File: src/rtl/allocation_bitmap_run_splitter_assert.svh
// assertion helpers included by abrs_back.sv
`ifndef ALLOCATION_BITMAP_RUN_SPLITTER_ASSERT_SVH
`define ALLOCATION_BITMAP_RUN_SPLITTER_ASSERT_SVH

// same-cycle implication
`define ABRS_ASSERT_NOW(name, ck, rn, ante, cons) \
	name: assert property (@(posedge ck) disable iff (!rn) (ante) |-> (cons)) \
		else $error("abrs check failed");

// next-cycle implication
`define ABRS_ASSERT_NEXT(name, ck, rn, ante, cons) \
	name: assert property (@(posedge ck) disable iff (!rn) (ante) |=> (cons)) \
		else $error("abrs check failed");

`endif

File: src/rtl/abrs_fifo.sv
module abrs_fifo #(
	parameter int WIDTH = 8,
	parameter int DEPTH = 2
) (
	input  logic             clk,
	input  logic             arst_n,
	input  logic             wr_en,
	input  logic [WIDTH-1:0] wr_data,
	output logic             full,
	input  logic             rd_en,
	output logic [WIDTH-1:0] rd_data,
	output logic             empty
);

	localparam int PW = $clog2(DEPTH);
	localparam int CW = $clog2(DEPTH + 1);

	logic [WIDTH-1:0] slot_q [DEPTH];
	logic [PW-1:0]    wptr_q;
	logic [PW-1:0]    rptr_q;
	logic [CW-1:0]    cnt_q;
	logic             do_wr;
	logic             do_rd;

	assign full    = (cnt_q == CW'(DEPTH));
	assign empty   = (cnt_q == '0);
	assign do_wr   = wr_en & ~full;
	assign do_rd   = rd_en & ~empty;
	assign rd_data = slot_q[rptr_q];

	always_ff @(posedge clk or negedge arst_n) begin
		if (!arst_n) begin
			wptr_q <= '0;
			rptr_q <= '0;
			cnt_q  <= '0;
		end else begin
			if (do_wr) begin
				wptr_q <= (wptr_q == PW'(DEPTH - 1)) ? '0 : wptr_q + 1'b1;
			end
			if (do_rd) begin
				rptr_q <= (rptr_q == PW'(DEPTH - 1)) ? '0 : rptr_q + 1'b1;
			end
			if (do_wr && !do_rd) begin
				cnt_q <= cnt_q + 1'b1;
			end else if (do_rd && !do_wr) begin
				cnt_q <= cnt_q - 1'b1;
			end
		end
	end

	always_ff @(posedge clk) begin
		if (do_wr) begin
			slot_q[wptr_q] <= wr_data;
		end
	end

endmodule

File: config.mk
export PLATFORM = sky130hd
export DESIGN_NAME = abrs_fifo
export DESIGN_NICKNAME = d
export VERILOG_FILES = /design/src/rtl/allocation_bitmap_run_splitter_assert.svh /design/src/rtl/abrs_fifo.sv
export SDC_FILE = /design/constraint.sdc
export NUM_CORES = 1
export LEC_CHECK = 0
export BUFFER_PORTS_ARGS = -buffer_cell sky130_fd_sc_hd__buf_2
export CORE_ASPECT_RATIO = 0.9
export CORE_MARGIN = 5
export CORE_UTILIZATION = 44
export DETAILED_ROUTE_END_ITERATION = 7
export GPL_ROUTABILITY_DRIVEN = 0
export GPL_TIMING_DRIVEN = 0
export PLACE_DENSITY = 0.72
export SYNTH_ARGS = -nofsm -noshare
export SYNTH_HDL_FRONTEND = slang
export SYNTH_SLANG_ARGS = --single-unit
File: constraint.sdc
create_clock -name clk -period 1.5 [get_ports clk]
set_input_delay 0.225 -clock clk [delete_from_list [all_inputs] [get_ports clk]]
set_output_delay 0.225 -clock clk [all_outputs]
set_load 0.005 [all_outputs]
* Word-level counts from Yosys, hierarchy flattened
Memory sizes are Yosys's and may differ from the RTL's.
Index checks and enable logic that the tools add are counted.
** Cells by class
- Add/sub/neg operators :: 4
- Equality and inequality tests :: 1
- Muxes and demuxes :: 6
- Bitwise operators :: 4
- Reductions and logical operators :: 6
** Operator list (number)
- $mux 1 :: 4
- $mux 2 :: 2
- $add 1x1->1 const B :: 2
- $add 2x1->2 const B :: 1
- $and 1x1->1 :: 2
- $eq 2x2->1 const B :: 1
- $logic_and 1x1->1 :: 2
- $logic_not 1->1 :: 2
- $logic_not 2->1 :: 1
- $not 1->1 :: 2
- $reduce_bool 2->1 :: 1
- $sub 2x1->2 const B :: 1
** Storage, ports and cells
- Bits in registers :: 4
- Memory bits (writable) :: 16
- Output and inout bits :: 10
- Memories :: 1
** Memory list
- slot_q :: words 2, bits a word 8, read ports 1, clocked after memory_dff 0, wr ports 1, RTL line abrs_fifo.sv:18 : logic [WIDTH-1:0] slot_q [DEPTH];

* Depth between registers and ports, before layout
- Depth in word-level cells :: 7
- Gate-level depth with buffers :: 7
- Depth with buffers taken out :: 7

* Worst setup path after synthesis
OpenSTA, ideal clock, no wires.
- Path kind :: reg-to-reg
- Start point :: register cnt_q[0]
- End point :: memory slot_q[0][0] (enable)
- Library setup time :: 0.370 ns
- Arrival :: 1.022 ns
- Required time :: 1.130 ns
- Setup slack :: 0.108 ns
- Stages on the path, launching flop included :: 4
- Path buffers :: 0
- Cell sequence :: dfrtp_1 > nand2b_1 > nand2_2 > nor2_1
** On the way
- Word-level cells in the longest chain between the ends :: 5
** RTL lines
- from (decl) :: RTL line abrs_fifo.sv:21 : logic [CW-1:0] cnt_q;
- from (signal assigned) :: RTL line abrs_fifo.sv:44 : cnt_q <= cnt_q + 1'b1;
- from (signal assigned) :: RTL line abrs_fifo.sv:46 : cnt_q <= cnt_q - 1'b1;
- $eq 2x2->1 :: RTL line abrs_fifo.sv:25 : assign full = (cnt_q == CW'(DEPTH));
- $not 1->1 :: RTL line abrs_fifo.sv:27 : assign do_wr = wr_en & ~full;
- $and 1x1->1 :: RTL line abrs_fifo.sv:27
- $mux 1 :: RTL line abrs_fifo.sv:52 : if (do_wr) begin
- $mux 1 (not written as such) :: RTL line abrs_fifo.sv:53 : slot_q[wptr_q] <= wr_data;
- to (decl) :: RTL line abrs_fifo.sv:18
No other way between the ends.

* Final worst setup path
- Start point :: register rptr_q
- End point :: output port rd_data[1]
** On the way
- Word-level cells in the longest chain between the ends :: 1
** RTL lines
- from (decl) :: RTL line abrs_fifo.sv:20 : logic [PW-1:0] rptr_q;
- from (signal assigned) :: RTL line abrs_fifo.sv:41 : rptr_q <= (rptr_q == PW'(DEPTH - 1)) ? '0 : rptr_q + 1'b1;
- $mem_v2 2x8
- to (decl) :: RTL line abrs_fifo.sv:11 : output logic [WIDTH-1:0] rd_data,
No other way between the ends.

==> impl_metrics.ini <==
[layout]
final_area_um2 = 1100
area_growth_pct = 41.0
nets = 89
fillers = 139
multi_input_area_um2 = 229
diodes = 0
seqCellArea_um2 = 582
layout-drive-gt1-share_pct = 58.7

[min_path]
min_path_type = in -> reg
hold_end = slot_q[1][5]
whs_path_depth = 1
holdCritStartpoint = wr_data[5]

[grt]
grt_pass1_vias = 443
grt_pass1_wl_mm = 1.85
grt_max_degree = 12
globalRouteOverflowTotal = 0
gr-usage-all-layers_pct = 9.63
antenna_found_initial = 0

[status]
run_status = finished, violations left
violations = setup timing

[worst_setup_path]
path_max_fanout = 5
cp_common_cell = buf_6
slowest_stage = dfrtp_1
cp-start-kind = flop
reg2reg_to = cnt_q[1]
reg2reg_from = cnt_q[0]
ff2ff_setup_slack_ps = 80
critPathMaxStageDelay_ps = 420
worstSetupPathType = reg -> out
worstRegToRegCells = 6
critPathCaptureType = output port
worstPathArrival_ps = 1280
path_buf_inv = 2
cp.required_ps = 1270
crit_chain = buf_6 > mux2_4 > buf_6
cp_top_family = flip-flops

[sta]
rsz0062_at_grt = true
max_freq_ghz = 0.665
fin_ws_ps = -3.60
relSlewSlack_pct = 70.1
timing_hold_violations_final = 0
period_share_pct = 100
fin_tns_setup_ps = -6.55
slew_viol_final = 0
final.min_clock_period_ps = 1500
setup_viol = 4
skew_ps = 5.08
tightest_slew_ps = 448

[power_and_ir_drop]
power.leakage_nw = 0.486
power_density_nw_per_um2 = 1940
power.total_w = 0.00214
ir_drop_mv = 0.944

[synthesis]
synth_top_cell_area_share_pct = 61.4
ys_seq_elements = 20
yosysSeqAreaShare_pct = 74.2
yosysWarnings = 0
synth_top_area_cell = edfxtp_1
synth_area_um2 = 782
yosys-top-cells-area = edfxtp_1, dfrtp_1, mux2_1
syn_area_per_cell_um2 = 17.8
syn_nets = 57
synthCells = 44
synth_cell_types = 15

[drt]
antenna_left = 0
via_per_inst = 4.64
vias = 459
drc = 0
dr.pass1.iters = 2
drt_wl_total_mm = 1.35
wl_per_cell_um = 13.6
drt-initial-drc-count = 5

[cts]
clkTransAtPathRegs_ps = 110
root_buffer = clkbuf_4
clk_latency_ps = 290
cts-buffers-inserted = 3
numClockSinks = 20
cts.path.max_buffers = 2
cts_tree = done
ctsHtreeMaxLevel = 1

[job]
drv_cap = 0

[floorplan]
ios = 22
fp-row-count = 14
die_width_um = 54.4
core_um2 = 1680
start_util_pct = 46.5
dieArea_um2 = 2720
die_y_um = 50.0

[placement]
port_buffers = 21
hpwl_um = 866
placed_cell_area_um2 = 917
[Yosys cell counts]
| master | number |
|---|---|
| and3_1 | 1 |
| xnor2_1 | 2 |
| xnor2_2 | 1 |
| edfxtp_1 | 16 |
| o21ai_1 | 1 |
| mux2_1 | 6 |
| dfrtp_1 | 4 |
| nand2_2 | 1 |
| nand2b_1 | 1 |
| ha_1 | 1 |
| buf_2 | 1 |
| inv_1 | 2 |
| xor2_1 | 2 |
| mux2_2 | 2 |
| nor2_1 | 3 |
[per-layer routing]
layer,track usage (%),wire (µm)
met1,10.3,506
met3,1.20,55
met4,6.22,19
met5,0,0
met2,16.9,766
[how the worst max path moves through the flow]
stage,start,end,slack (ps),cells after the start
after floorplan,cnt_q[0],slot_q[0][0],110,3
after global placement,cnt_q[0],slot_q[0][7],-130,3
after detailed placement,cnt_q[0],slot_q[0][7],-180,3
after CTS,rptr_q,rd_data[6],2,3
after global routing,rptr_q,rd_data[1],-50,3
final,rptr_q,rd_data[1],-4,3
[power breakdown]
part	internal [W]	total [W]	switching, W	leakage [nW]
clock network	0.000148	0.000302	0.000154	0.0210
registers	0.000780	0.000880	0.000100	0.194
logic	0.000604	0.000953	0.000350	0.271
[worst register-to-register path: stages (launching register included)]
cell and delay [ps]:
dfrtp_2 450, nand2b_4 160, nand2_2 110, inv_1 50
ha_1 300, nor2_1 130, xor2_1 150
[final cells by class]
type / instances / share of cell area [%]
multi-input cells: 21 / 20.8
plain buffers: 1 / 1.02
flip-flops and latches: 20 / 52.8
repair buffers: 27 / 18.7
clock buffers: 4 / 3.29
well taps: 24 / 2.72
inverters: 2 / 0.681
[metrics by stage]
step                setup slack, ps  instances  hold WS (ps)  utilization [%]
floorplan                       108         44         -70.6                -
global placement               -133         89          32.7             54.5
detailed placement             -180         89          35.7             54.5
CTS                            2.19         95           106             58.9
global route                  -46.3         99           102             65.6
finish                        -3.60         99           112             65.6
[cells in the final DEF, fill, tap and decap left out, types with 2 or more instances in the layout]
cell      count
clkbuf_4      3
xor2_1        2
inv_1         2
xnor2_1       2
buf_4         4
edfxtp_1     16
dfrtp_1       3
buf_2        13
buf_6        10
nor2_1        2
mux2_4        8
[sequential cells by signal (all words and copies together) (netlist names)]
| signal | count |
|---|---|
| cnt_q | 2 |
| wptr_q | 1 |
| slot_q | 16 |
| rptr_q | 1 |
[repair_timing]
| item | CTS | global route |
|---|---|---|
| pin swaps | 0 | 0 |
| gates resized for setup | 5 | 18 |
| hold endpoints to repair | 4 | 0 |
| setup endpoints to repair | 16 | 17 |
| hold buffers | 1 | 0 |
| buffers inserted | 1 | 3 |
| gates cloned | 0 | 1 |
[cells by family after synthesis]
| logic type | after synthesis | synth area share [%] |
|---|---|---|
| buffers and inverters | 3 | 1.60 |
| DFF | 20 | 74.2 |
| xor gates and xnor gates | 5 | 6.56 |
| adders and majority gates | 1 | 1.60 |
| and+or+nand+nor | 6 | 3.84 |
| muxes | 8 | 11.5 |
| AOI/OAI and AO/OA | 1 | 0.639 |
(Power assumes the default switching activity.)
