===== src/rtl/allocation_bitmap_run_splitter_assert.svh =====
// assertion helpers included by abrs_back.sv
`ifndef ALLOCATION_BITMAP_RUN_SPLITTER_ASSERT_SVH
`define ALLOCATION_BITMAP_RUN_SPLITTER_ASSERT_SVH

// same-cycle implication
`define ABRS_ASSERT_NOW(name, ck, rn, ante, cons) \
	name: assert property (@(posedge ck) disable iff (!rn) (ante) |-> (cons)) \
		else $error("abrs check failed");

// next-cycle implication
`define ABRS_ASSERT_NEXT(name, ck, rn, ante, cons) \
	name: assert property (@(posedge ck) disable iff (!rn) (ante) |=> (cons)) \
		else $error("abrs check failed");

`endif


===== src/rtl/abrs_pkg.sv =====
package abrs_pkg;

	localparam int WORD_BITS = 64;
	// word index wide enough for the largest map
	localparam int WIDX_W = 17;

	localparam logic [1:0] CMD_LOAD  = 2'd0;
	localparam logic [1:0] CMD_READ  = 2'd1;
	localparam logic [1:0] CMD_WRITE = 2'd2;

	localparam logic [1:0] OP_READ      = 2'd0;
	localparam logic [1:0] OP_WRITE_NEW = 2'd1;
	localparam logic [1:0] OP_OVERWRITE = 2'd2;

	typedef enum logic [1:0] {
		K_LOAD,
		K_READ,
		K_ERROR,
		K_SPLIT
	} kind_t;

	typedef struct packed {
		logic [1:0]  cmd;
		logic [9:0]  word_index;
		logic [63:0] word_data;
		logic [15:0] start_lbid;
		logic [6:0]  lbid_count;
	} in_item_t;

	typedef struct packed {
		logic [1:0]  seg_op;
		logic [15:0] seg_start;
		logic [6:0]  seg_length;
		logic        last;
		logic        error;
	} res_item_t;

	typedef struct packed {
		kind_t              kind;
		logic [WIDX_W-1:0]  widx;
		logic [63:0]        data;
		logic [15:0]        start;
		logic [6:0]         count;
	} job_t;

	typedef enum logic [2:0] {
		B_CLEAR,
		B_IDLE,
		B_RD_LO,
		B_RD_HI,
		B_RUN
	} bstate_t;

endpackage


===== src/rtl/abrs_front.sv =====
module abrs_front #(
	parameter int MAP_WORDS   = 1024,
	parameter int MAX_REQUEST = 64
) (
	input  logic                 push,
	input  abrs_pkg::in_item_t   item,
	input  logic                 job_full,
	input  logic                 clearing,
	output logic                 full,
	output logic                 job_push,
	output abrs_pkg::job_t       job
);

	localparam int MAP_BITS = MAP_WORDS * abrs_pkg::WORD_BITS;

	logic [6:0]  count_sat;
	logic [16:0] end_sum;
	logic        over;
	logic        load_ok;
	logic        keep;

	assign count_sat = (item.lbid_count > 7'(MAX_REQUEST)) ? 7'(MAX_REQUEST) : item.lbid_count;
	assign end_sum   = {1'b0, item.start_lbid} + {10'b0, count_sat};
	assign over      = {15'b0, end_sum} > 32'(MAP_BITS);
	assign load_ok   = {7'b0, item.word_index} < 17'(MAP_WORDS);

	always_comb begin
		keep      = 1'b0;
		job.kind  = abrs_pkg::K_LOAD;
		// loads address the given word, requests the word holding the first block
		job.widx  = {7'b0, item.start_lbid[15:6]};
		job.data  = item.word_data;
		job.start = item.start_lbid;
		job.count = count_sat;
		case (item.cmd)
			abrs_pkg::CMD_LOAD: begin
				keep     = load_ok;
				job.kind = abrs_pkg::K_LOAD;
				job.widx = {7'b0, item.word_index};
			end
			abrs_pkg::CMD_READ: begin
				keep     = (count_sat != '0);
				job.kind = over ? abrs_pkg::K_ERROR : abrs_pkg::K_READ;
			end
			abrs_pkg::CMD_WRITE: begin
				keep     = (count_sat != '0);
				job.kind = over ? abrs_pkg::K_ERROR : abrs_pkg::K_SPLIT;
			end
			default: begin
				keep     = 1'b0;
				job.kind = abrs_pkg::K_LOAD;
			end
		endcase
	end

	assign full     = job_full | clearing;
	assign job_push = push & ~full & keep;

endmodule


===== config.mk =====
export PLATFORM = sky130hd
export DESIGN_NAME = abrs_front
export DESIGN_NICKNAME = d
export VERILOG_FILES = /design/src/rtl/allocation_bitmap_run_splitter_assert.svh /design/src/rtl/abrs_pkg.sv /design/src/rtl/abrs_front.sv
export SDC_FILE = /design/constraint.sdc
export NUM_CORES = 1
export LEC_CHECK = 0
export ABC_CLOCK_PERIOD_IN_PS = 7500
export BUFFER_PORTS_ARGS = -buffer_cell sky130_fd_sc_hd__buf_2
export CORE_AREA = 2 2 82 84
export DETAILED_ROUTE_END_ITERATION = 8
export DIE_AREA = 0 0 84 86
export GPL_TIMING_DRIVEN = 0
export PLACE_DENSITY = 0.69
export RECOVER_POWER = 100
export SYNTH_ARGS = -nofsm -noshare
export SYNTH_HDL_FRONTEND = slang
export SYNTH_SLANG_ARGS = --single-unit
export TNS_END_PERCENT = 30

===== constraint.sdc =====
create_clock -name vclk -period 7.5
set_input_delay 1.125 -clock vclk [all_inputs]
set_output_delay 1.125 -clock vclk [all_outputs]
set_load 0.02 [all_outputs]

Word level (Yosys, flattened, before mapping):

Index checks and enable logic that the tools add are counted.

* add/subtract/negate cells: 1
* order comparisons: 2
* equal/unequal tests: 2
* muxes and demuxes: 6
* bitwise gates (word level): 4
* reduce and logical (&&, ||, !) cells: 3

Operator list (count)
* 16-bit by 7-bit adder with 17-bit output: 1
* 17-bit greater-than comparator (second input constant): 1
* 10-bit two-way mux: 1
* 7-bit greater-than comparator (second input constant): 1
* 7-bit two-way mux: 1
* 7-bit nonzero test: 1
* 2-bit one-hot mux with 2 select lines: 1
* 1-bit AND: 2
* 2-bit by 1-bit == test with 1-bit output (second input constant): 1
* 2-bit == test (second input constant): 1
* 2-bit zero test: 1
* 2-bit two-way mux: 1
* 1-bit one-hot mux with 2 select lines: 1
* 2-bit OR reduction: 1
* 1-bit two-way mux: 1
* 1-bit NOT: 1
* 1-bit OR: 1

* flip-flop bits (word level): 0
* input port bits: 102
* word-level logic and storage cells: 18

Depth between registers and ports, before layout:

Gate-level depths: netlist of the first run.

* word-level depth: 6
* mapped depth: 10
* mapped depth without buffers: 10

Worst setup path after synthesis of the first run:

No wires, ideal clock.

* kind: input to output
* start: input port item[6] in the netlist's numbering
* end: output port job[104] in the netlist's numbering
* arrival time: 3.537 ns
* required time: 6.375 ns
* path slack: 2.838 ns
* stages on the path: 10
* buffers on the path: 0
* path through: and2b_1 > ha_1 > ha_1 > nor2_1 > o21ai_0 > a2111oi_2 > nand4_1 > or4_1 > nand4bb_1 > a41oi_2

RTL lines
* from (decl): line abrs_front.sv:6 `input abrs_pkg::in_item_t item,`
* to (decl): line abrs_front.sv:11 `output abrs_pkg::job_t job`

==> impl_metrics.ini, run 1 <==
[run_status]
outcome = completed

[sta]
rsz0062_at_grt = no
final.setup.worst_slack_ns = 2.213
setup_violations = 0
fmax_mhz = 189.1
fin_crit_sh_pct = 70.49
worst_slew_pin_slew_ns = 0.5016
finalSetupTns_ns = 0
post-route-min-period_ns = 5.287
maxSlewViolCount = 0
slew_headroom_pct = 66.56
finalHoldViolCount = 0

[run]
maxCapViolCount = 0

[placed_design]
postPlaceCellArea_um2 = 2517
place_congestion = 0.7743
port_buffers = 137
dpl.hpwl_um = 4600
dp_slack_ns = 2.497

[detailed_routing]
first_iter_violations = 115
wl_um = 5236
drcViolationCount = 0
via_per_inst = 4.427
ant_nets = 0
wl_per_cell_um = 11.36
vias = 2041
first_pass_iters = 4

[power_and_ir_drop]
leakage_uw = 0.001140
peakVddDrop_uv = 32.24
fin_total_pwr_uw = 169.4
p_per_area_nw_per_um2 = 71.17

[cells_and_area]
nets = 499
ff_latch_area_um2 = 0
area_growth_pct = 38.93
clkbuf_count = 0
final_cell_mix = 102 x clkbuf_1, 87 x buf_4, 42 x buf_2
final_area_um2 = 2380
final_util_pct = 37.91
fillers = 696
drive_gt1_share_pct = 37.50
n_antenna_cell = 0
seq_cell_count = 0
final_common_cell = clkbuf_1
multiInputGateArea_um2 = 1011

[synthesis]
netlist_instances = 241
syn_area_um2 = 1713
yosysWarnings = 0
syn_avg_cell_area_um2 = 7.107
seq_area_frac_synth_pct = 0
yosysUniqueCellTypes = 52

[global_routing]
gr-usage-all-layers_pct = 12.63
grt_max_degree = 11
grt_pass1_vias = 1838
top_usage_layer = met2
antenna_found_initial = 0
use_met2_pct = 26.84
overflow = 0
grtUsageMet3_pct = 0.9625
met1_usage_pct = 14.24
grt_pass1_wl_um = 7879

[floorplanning]
coreArea_um2 = 6277
initial_core_util_pct = 27.29
dieArea_um2 = 7224
dieHeight_um = 86
fp.dieW_um = 84
rows = 29
io_pins = 210

[clock_tree]
cts_hold_buf = 0
ctsResizeCount = 0
cts_setup_buffers = 0

[setup_path]
end_kind = output port
path_class = in -> out
startpoint_type = primary input
cp.required_ns = 6.38
cp_slowest_stage_delay_ns = 0.55
critPathSlowestCell = or4_1
critical_path_arrival_ns = 4.16
worst-path-max-fanout = 10
crit_chain = clkbuf_1 -> and2b_1 -> ha_1 -> ha_1 -> nor2_1 -> o21ai_0 -> a2111oi_0 -> nand4_1 -> or4_1 -> nand4bb_1 -> a41oi_2 -> clkbuf_1

[hold_path]
hold_path_class = in -> out
through the flow:
step / hold slack, ns / std cells
4_1_cts: 2.467 / 461
6_report: 2.509 / 461
2_1_floorplan: 2.363 / 247
3_3_place_gp: 2.468 / 461
3_5_place_dp: 2.468 / 461
5_1_grt: 2.512 / 461
cell usage after synthesis (all sizes together), types with 2 or more instances:
library cell / number / share of area [%]
nand4: 5 / 1.8
ha: 11 / 8.0
inv: 7 / 1.5
o2111ai: 2 / 1.4
nand3: 5 / 1.5
o21ba: 2 / 1.2
nor2: 10 / 2.2
o21ai: 13 / 3.8
buf: 91 / 39
a21o: 2 / 0.88
nand2: 12 / 2.6
mux2: 8 / 5.3
or2: 2 / 0.73
xor2: 2 / 1.0
nand2b: 7 / 3.0
a21oi: 11 / 3.7
o31ai: 2 / 0.88
nand3b: 4 / 1.8
clkbuf: 3 / 0.66
a31oi: 3 / 1.1
and2b: 5 / 2.2
and2: 3 / 1.1
nor3: 6 / 1.8
o21a: 2 / 0.88
critical path: cells and delay by family:
kind | cells | cell delay [ns]
buffers and inverters | 2 | 0.53
and+or+nand+nor | 5 | 1.25
AOI/OAI and AO/OA | 3 | 0.74
adders and majority gates | 2 | 0.52
cell families (layout without fill, tap and decap cells):
logic type      Yosys count  in the layout  synth area share, %
simple gates             66             66                21.84
compound gates           50             50                21.04
fa+ha+maj                11             11                8.035
mux                       9              9                5.844
other cells               1              7               0.2189
xor+xnor                  3              3                1.534
buf+inv                 101            238                41.49
final timing paths:
path | startpoint | end | slack [ns] | cells after the start
worst max-delay path | item[6] | job[104] | 2.21 | 12
worst min-delay path | item[69] | job[69] | 2.51 | 2
routing by layer:
metal,vias to the layer above,share of wire (%)
met4,0,0
met1,871,37
li1,1034,-
met5,-,0
met3,0,10
met2,136,53
cell type report:
class	count	share of cell area (%)
multi-input cells	146	42.48
plain buffers	94	28.76
repair buffers	137	23.61
well taps	77	4.048
inverters	7	1.104
power by group:
| part | total [µW] | internal (µW) | switching [µW] | leakage, µW |
|---|---|---|---|---|
| clock network | 0 | 0 | 0 | 0 |
| logic | 169 | 71.9 | 97.5 | 0.00114 |
| registers | 0 | 0 | 0 | 0 |
Note: power is estimated with default switching activity, not from simulation.
==> run 2, diff against run 1 <==
--- a/config.mk
+++ b/config.mk
@@ -5,7 +5,7 @@
 export SDC_FILE = /design/constraint.sdc
 export NUM_CORES = 1
 export LEC_CHECK = 0
-export ABC_CLOCK_PERIOD_IN_PS = 7500
+export ABC_CLOCK_PERIOD_IN_PS = 5000
 export BUFFER_PORTS_ARGS = -buffer_cell sky130_fd_sc_hd__buf_2
 export CORE_AREA = 2 2 82 84
 export DETAILED_ROUTE_END_ITERATION = 8
==> constraint.sdc (replaced) <==
create_clock -name vclk -period 5
set_input_delay 0.75 -clock vclk [all_inputs]
set_output_delay 0.75 -clock vclk [all_outputs]
set_load 0.02 [all_outputs]
==> run 2 against run 1 <==
Die area unchanged. Setup slack worse by 1.7 ns. Non-clock buffer count unchanged. Sequential share of layout area unchanged. First-iteration DRC count down 11%. Routed wire length down 0.17%. Total power up 51%. Via count up 0.24%. Utilization up 0.10 points. Combinational power up 51%. Final cell count unchanged. Critical endpoint unchanged. Highest routed layer unchanged.
==> impl_metrics.ini, run 2 (synthesis results as in run 1) <==
[run_status]
outcome = completed

[global_routing]
top_usage_layer = met2
met1_usage_pct = 14.24
gr-usage-all-layers_pct = 12.63
grt_max_degree = 11
grtUsageMet3_pct = 0.9625
use_met2_pct = 26.84
grt_pass1_wl_um = 7879
antenna_found_initial = 0
overflow = 0
grt_pass1_vias = 1838

[setup_path]
critPathTopFamily = simple AND/OR/NAND/NOR gates
crit_chain = clkbuf_1 -> and2b_1 -> ha_1 -> ha_1 -> nor2_1 -> o21ai_0 -> a2111oi_2 -> nand4_1 -> or4_1 -> nand4bb_1 -> a41oi_2 -> clkbuf_1
cp.depth = 12
critPathSlowestCell = or4_1
critical_path_arrival_ns = 3.71
cp.required_ns = 4.25
startpoint_type = primary input
path_class = in -> out
cp_slowest_stage_delay_ns = 0.55
worst-path-buf-inv = 2
end_kind = output port
worst-path-max-fanout = 10

[placed_design]
dpl.hpwl_um = 4600
place_congestion = 0.7743
port_buffers = 137
postPlaceCellArea_um2 = 2517
dp_slack_ns = 0.7475

[cells_and_area]
clkbuf_count = 0
final_area_um2 = 2386
ff_latch_area_um2 = 0
final_cell_mix = 102 x clkbuf_1, 87 x buf_4, 42 x buf_2
final_common_cell = clkbuf_1
seq_cell_count = 0
fillers = 694
n_antenna_cell = 0
drive_gt1_share_pct = 37.76
area_growth_pct = 39.30
nets = 499

[sta]
finalSetupTns_ns = 0
rsz0062_at_grt = no
finalHoldViolCount = 0
setup_violations = 0
maxSlewViolCount = 0
fin_crit_sh_pct = 89.22
whs_ns = 1.759
fmax_mhz = 224.2
post-route-min-period_ns = 4.461
final.setup.worst_slack_ns = 0.5390

[detailed_routing]
ant_nets = 0
vias = 2046
wl_per_cell_um = 11.34
first_iter_violations = 102
first_pass_iters = 4
drcViolationCount = 0
via_per_inst = 4.438
wl_um = 5227

[clock_tree]
cts_hold_buf = 0
cts_setup_buffers = 0
ctsResizeCount = 0

[floorplanning]
coreArea_um2 = 6277
rows = 29
dieHeight_um = 86
fp.dieW_um = 84
io_pins = 210
initial_core_util_pct = 27.29
dieArea_um2 = 7224

[power_and_ir_drop]
fin_total_pwr_uw = 255.1
intPower_uw = 108.3
p_seq_share_pct = 0
p_per_area_nw_per_um2 = 106.9
p_sw_share_pct = 57.57
clkPwrFrac_pct = 0
peakVddDrop_uv = 48.37
p_comb_share_pct = 100.0
leakage_uw = 0.001141
p_switching_uw = 146.9

[hold_path]
hold_path_class = in -> out
whs_path_depth = 2

[run]
maxCapViolCount = 0
[run 2: cell counts in the layout (fill, tap and decap cells not counted)]
Identical to the previous run, type by type.
[run 2: power by group through the flow]
stage	logic (µW)	clock network, µW	registers (µW)
floorplan	191	0	0
global placement	265	0	0
detailed placement	268	0	0
CTS	269	0	0
global route	278	0	0
finish	255	0	0
[run 2: final cells by class]
type | count | area (µm²) | share of cell area (%)
Inverter | 7 | 26.28 | 1.101
Tap cell | 77 | 96.34 | 4.038
Multi-Input combinational cell | 146 | 1017 | 42.63
Timing Repair Buffer | 137 | 561.8 | 23.54
Buffer | 94 | 684.4 | 28.68
[run 2: metrics by stage]
stage | instances | utilization (%)
3_5_place_dp | 461 | 40.10
5_1_grt | 461 | 38.01
6_report | 461 | 38.01
3_3_place_gp | 461 | 40.10
4_1_cts | 461 | 40.10
2_1_floorplan | 247 | -
[run 2: worst paths after layout]
check / from / end
worst max-delay path: item[6] / job[104]
worst min-delay path: item[69] / job[69]
[run 2: routing by layer]
metal / up-vias / part of all wire [%]
met5: - / 0
met4: 0 / 0
met3: 0 / 10
met2: 130 / 53
met1: 881 / 37
li1: 1035 / -
==> run 3, diff against run 2 <==
--- a/config.mk
+++ b/config.mk
@@ -5,13 +5,13 @@
 export SDC_FILE = /design/constraint.sdc
 export NUM_CORES = 1
 export LEC_CHECK = 0
-export ABC_CLOCK_PERIOD_IN_PS = 5000
+export ABC_CLOCK_PERIOD_IN_PS = 3900
 export BUFFER_PORTS_ARGS = -buffer_cell sky130_fd_sc_hd__buf_2
 export CORE_AREA = 2 2 82 84
 export DETAILED_ROUTE_END_ITERATION = 8
 export DIE_AREA = 0 0 84 86
 export GPL_TIMING_DRIVEN = 0
-export PLACE_DENSITY = 0.69
+export PLACE_DENSITY = 0.72
 export RECOVER_POWER = 100
 export SYNTH_ARGS = -nofsm -noshare
 export SYNTH_HDL_FRONTEND = slang
==> constraint.sdc (replaced) <==
create_clock -name vclk -period 3.9
set_input_delay 0.585 -clock vclk [all_inputs]
set_output_delay 0.585 -clock vclk [all_outputs]
set_load 0.02 [all_outputs]
==> run 3 against run 2 <==
Routed wire length increased by 1.3%. Highest routed layer unchanged. Critical path depth unchanged. Largest power group unchanged. Setup slack got worse by 0.33 ns. Sequential cell count unchanged. Via count decreased by 0.15%. Utilization increased by 0.58 points. Count of clock-buffer cells in the layout unchanged.
==> impl_metrics.ini, run 3 (synthesis results as in run 1) <==
[global_routing]
overflow = 0
grt_pass1_wl_um = 8204
antenna_found_initial = 0
grt_max_degree = 11
gr-usage-all-layers_pct = 13.09
grt_pass1_vias = 1890

[floorplanning]
rows = 29
initial_core_util_pct = 27.29
io_pins = 210
dieHeight_um = 86
fp.dieW_um = 84
coreArea_um2 = 6277
dieArea_um2 = 7224

[placed_design]
place_congestion = 0.7383
port_buffers = 137
dp_slack_ns = 0.02155
dpl.hpwl_um = 4612
postPlaceCellArea_um2 = 2517
dp_cells = 461

[detailed_routing]
via_per_inst = 4.422
first_pass_iters = 4
wl_um = 5293
wl_per_cell_um = 11.46
ant_nets = 0
drcViolationCount = 0
vias = 2043
first_iter_violations = 73

[setup_path]
path_class = in -> out
critPathTopFamily = simple AND/OR/NAND/NOR gates
cp_slowest_stage_delay_ns = 0.53
end_kind = output port
worst-path-buf-inv = 3
cp.required_ns = 3.31
crit_chain = buf_4 -> and2b_1 -> ha_1 -> buf_4 -> a21oi_4 -> nor2_1 -> a2111oi_2 -> nand4_1 -> or4_4 -> nand4bb_1 -> a41oi_2 -> buf_4
startpoint = item[6]
worst-path-max-fanout = 10
startpoint_type = primary input
critical_path_arrival_ns = 3.10
critPathSlowestCell = or4_4
cpMostUsedCell = buf_4

[hold_path]
hold_path_class = in -> out
whs_endpoint = job[55]
whs_path_depth = 2
hold_path.startpoint = item[55]

[cells_and_area]
final_common_cell = clkbuf_1
drive_gt1_share_pct = 38.70
stdcell_count = 462
clkbuf_count = 0
n_antenna_cell = 0
final_cell_mix = 102 x clkbuf_1, 91 x buf_4, 39 x buf_2
area_growth_pct = 41.42
fillers = 715
ff_latch_area_um2 = 0
multiInputGateArea_um2 = 1039
nets = 500
final_area_um2 = 2422
final_util_pct = 38.59
seq_cell_count = 0

[sta]
post-route-min-period_ns = 3.688
maxSlewViolCount = 0
fin_crit_sh_pct = 94.56
final.setup.worst_slack_ns = 0.2121
rsz0062_at_grt = no
setup_violations = 0
finalSetupTns_ns = 0
fmax_mhz = 271.2
finalHoldViolCount = 0

[run]
maxCapViolCount = 0

[power_and_ir_drop]
p_per_area_nw_per_um2 = 137.6
peakVddDrop_uv = 62.98
leakage_uw = 0.001154

[run_status]
outcome = completed
## run 3: worst max path at each step
stage / endpoint / slack (ns) / cells after the start
5_1_grt: job[104] / 0.006 / 12
2_1_floorplan: job[104] / 0.32 / 10
6_report: job[104] / 0.21 / 12
4_1_cts: job[104] / 0.01 / 12
3_3_place_gp: job[104] / -0.01 / 12
3_5_place_dp: job[104] / 0.02 / 12
## run 3: cell type report
cell class	instances	share of cell area [%]
Buffer	94	28.36
Multi-Input combinational cell	146	42.87
Tap cell	77	3.977
Inverter	7	1.085
Timing Repair Buffer	138	23.71
## run 3: timing repair
| item | CTS | global route |
|---|---|---|
| setup buffers | 0 | 1 |
| endpoints found under the setup margin | 0 | 2 |
| resized for setup | 0 | 9 |
| hold buffers | 0 | 0 |
## run 3: report_power, final
| part | leakage [µW] | switching [µW] | total, µW | internal (µW) |
|---|---|---|---|---|
| Clock | 0 | 0 | 0 | 0 |
| Sequential | 0 | 0 | 0 | 0 |
| Combinational | 0.00115 | 191 | 333 | 142 |
| Total | 0.00115 | 191 | 333 | 142 |
## run 3: layer usage
metal  up-vias  share of wire [%]  track usage, %
li1       1035                  -               -
met1       879                 39           15.67
met2       129                 51           26.91
met3         0                9.9          0.8662
met4         0                  0               0
met5         -                  0               0
## run 3: per-stage QoR
stage	hold slack [ns]	total power, µW
2_1_floorplan	1.283	244.6
3_3_place_gp	1.388	341.7
3_5_place_dp	1.388	344.3
4_1_cts	1.387	345.4
5_1_grt	1.432	362.7
6_report	1.429	333.4
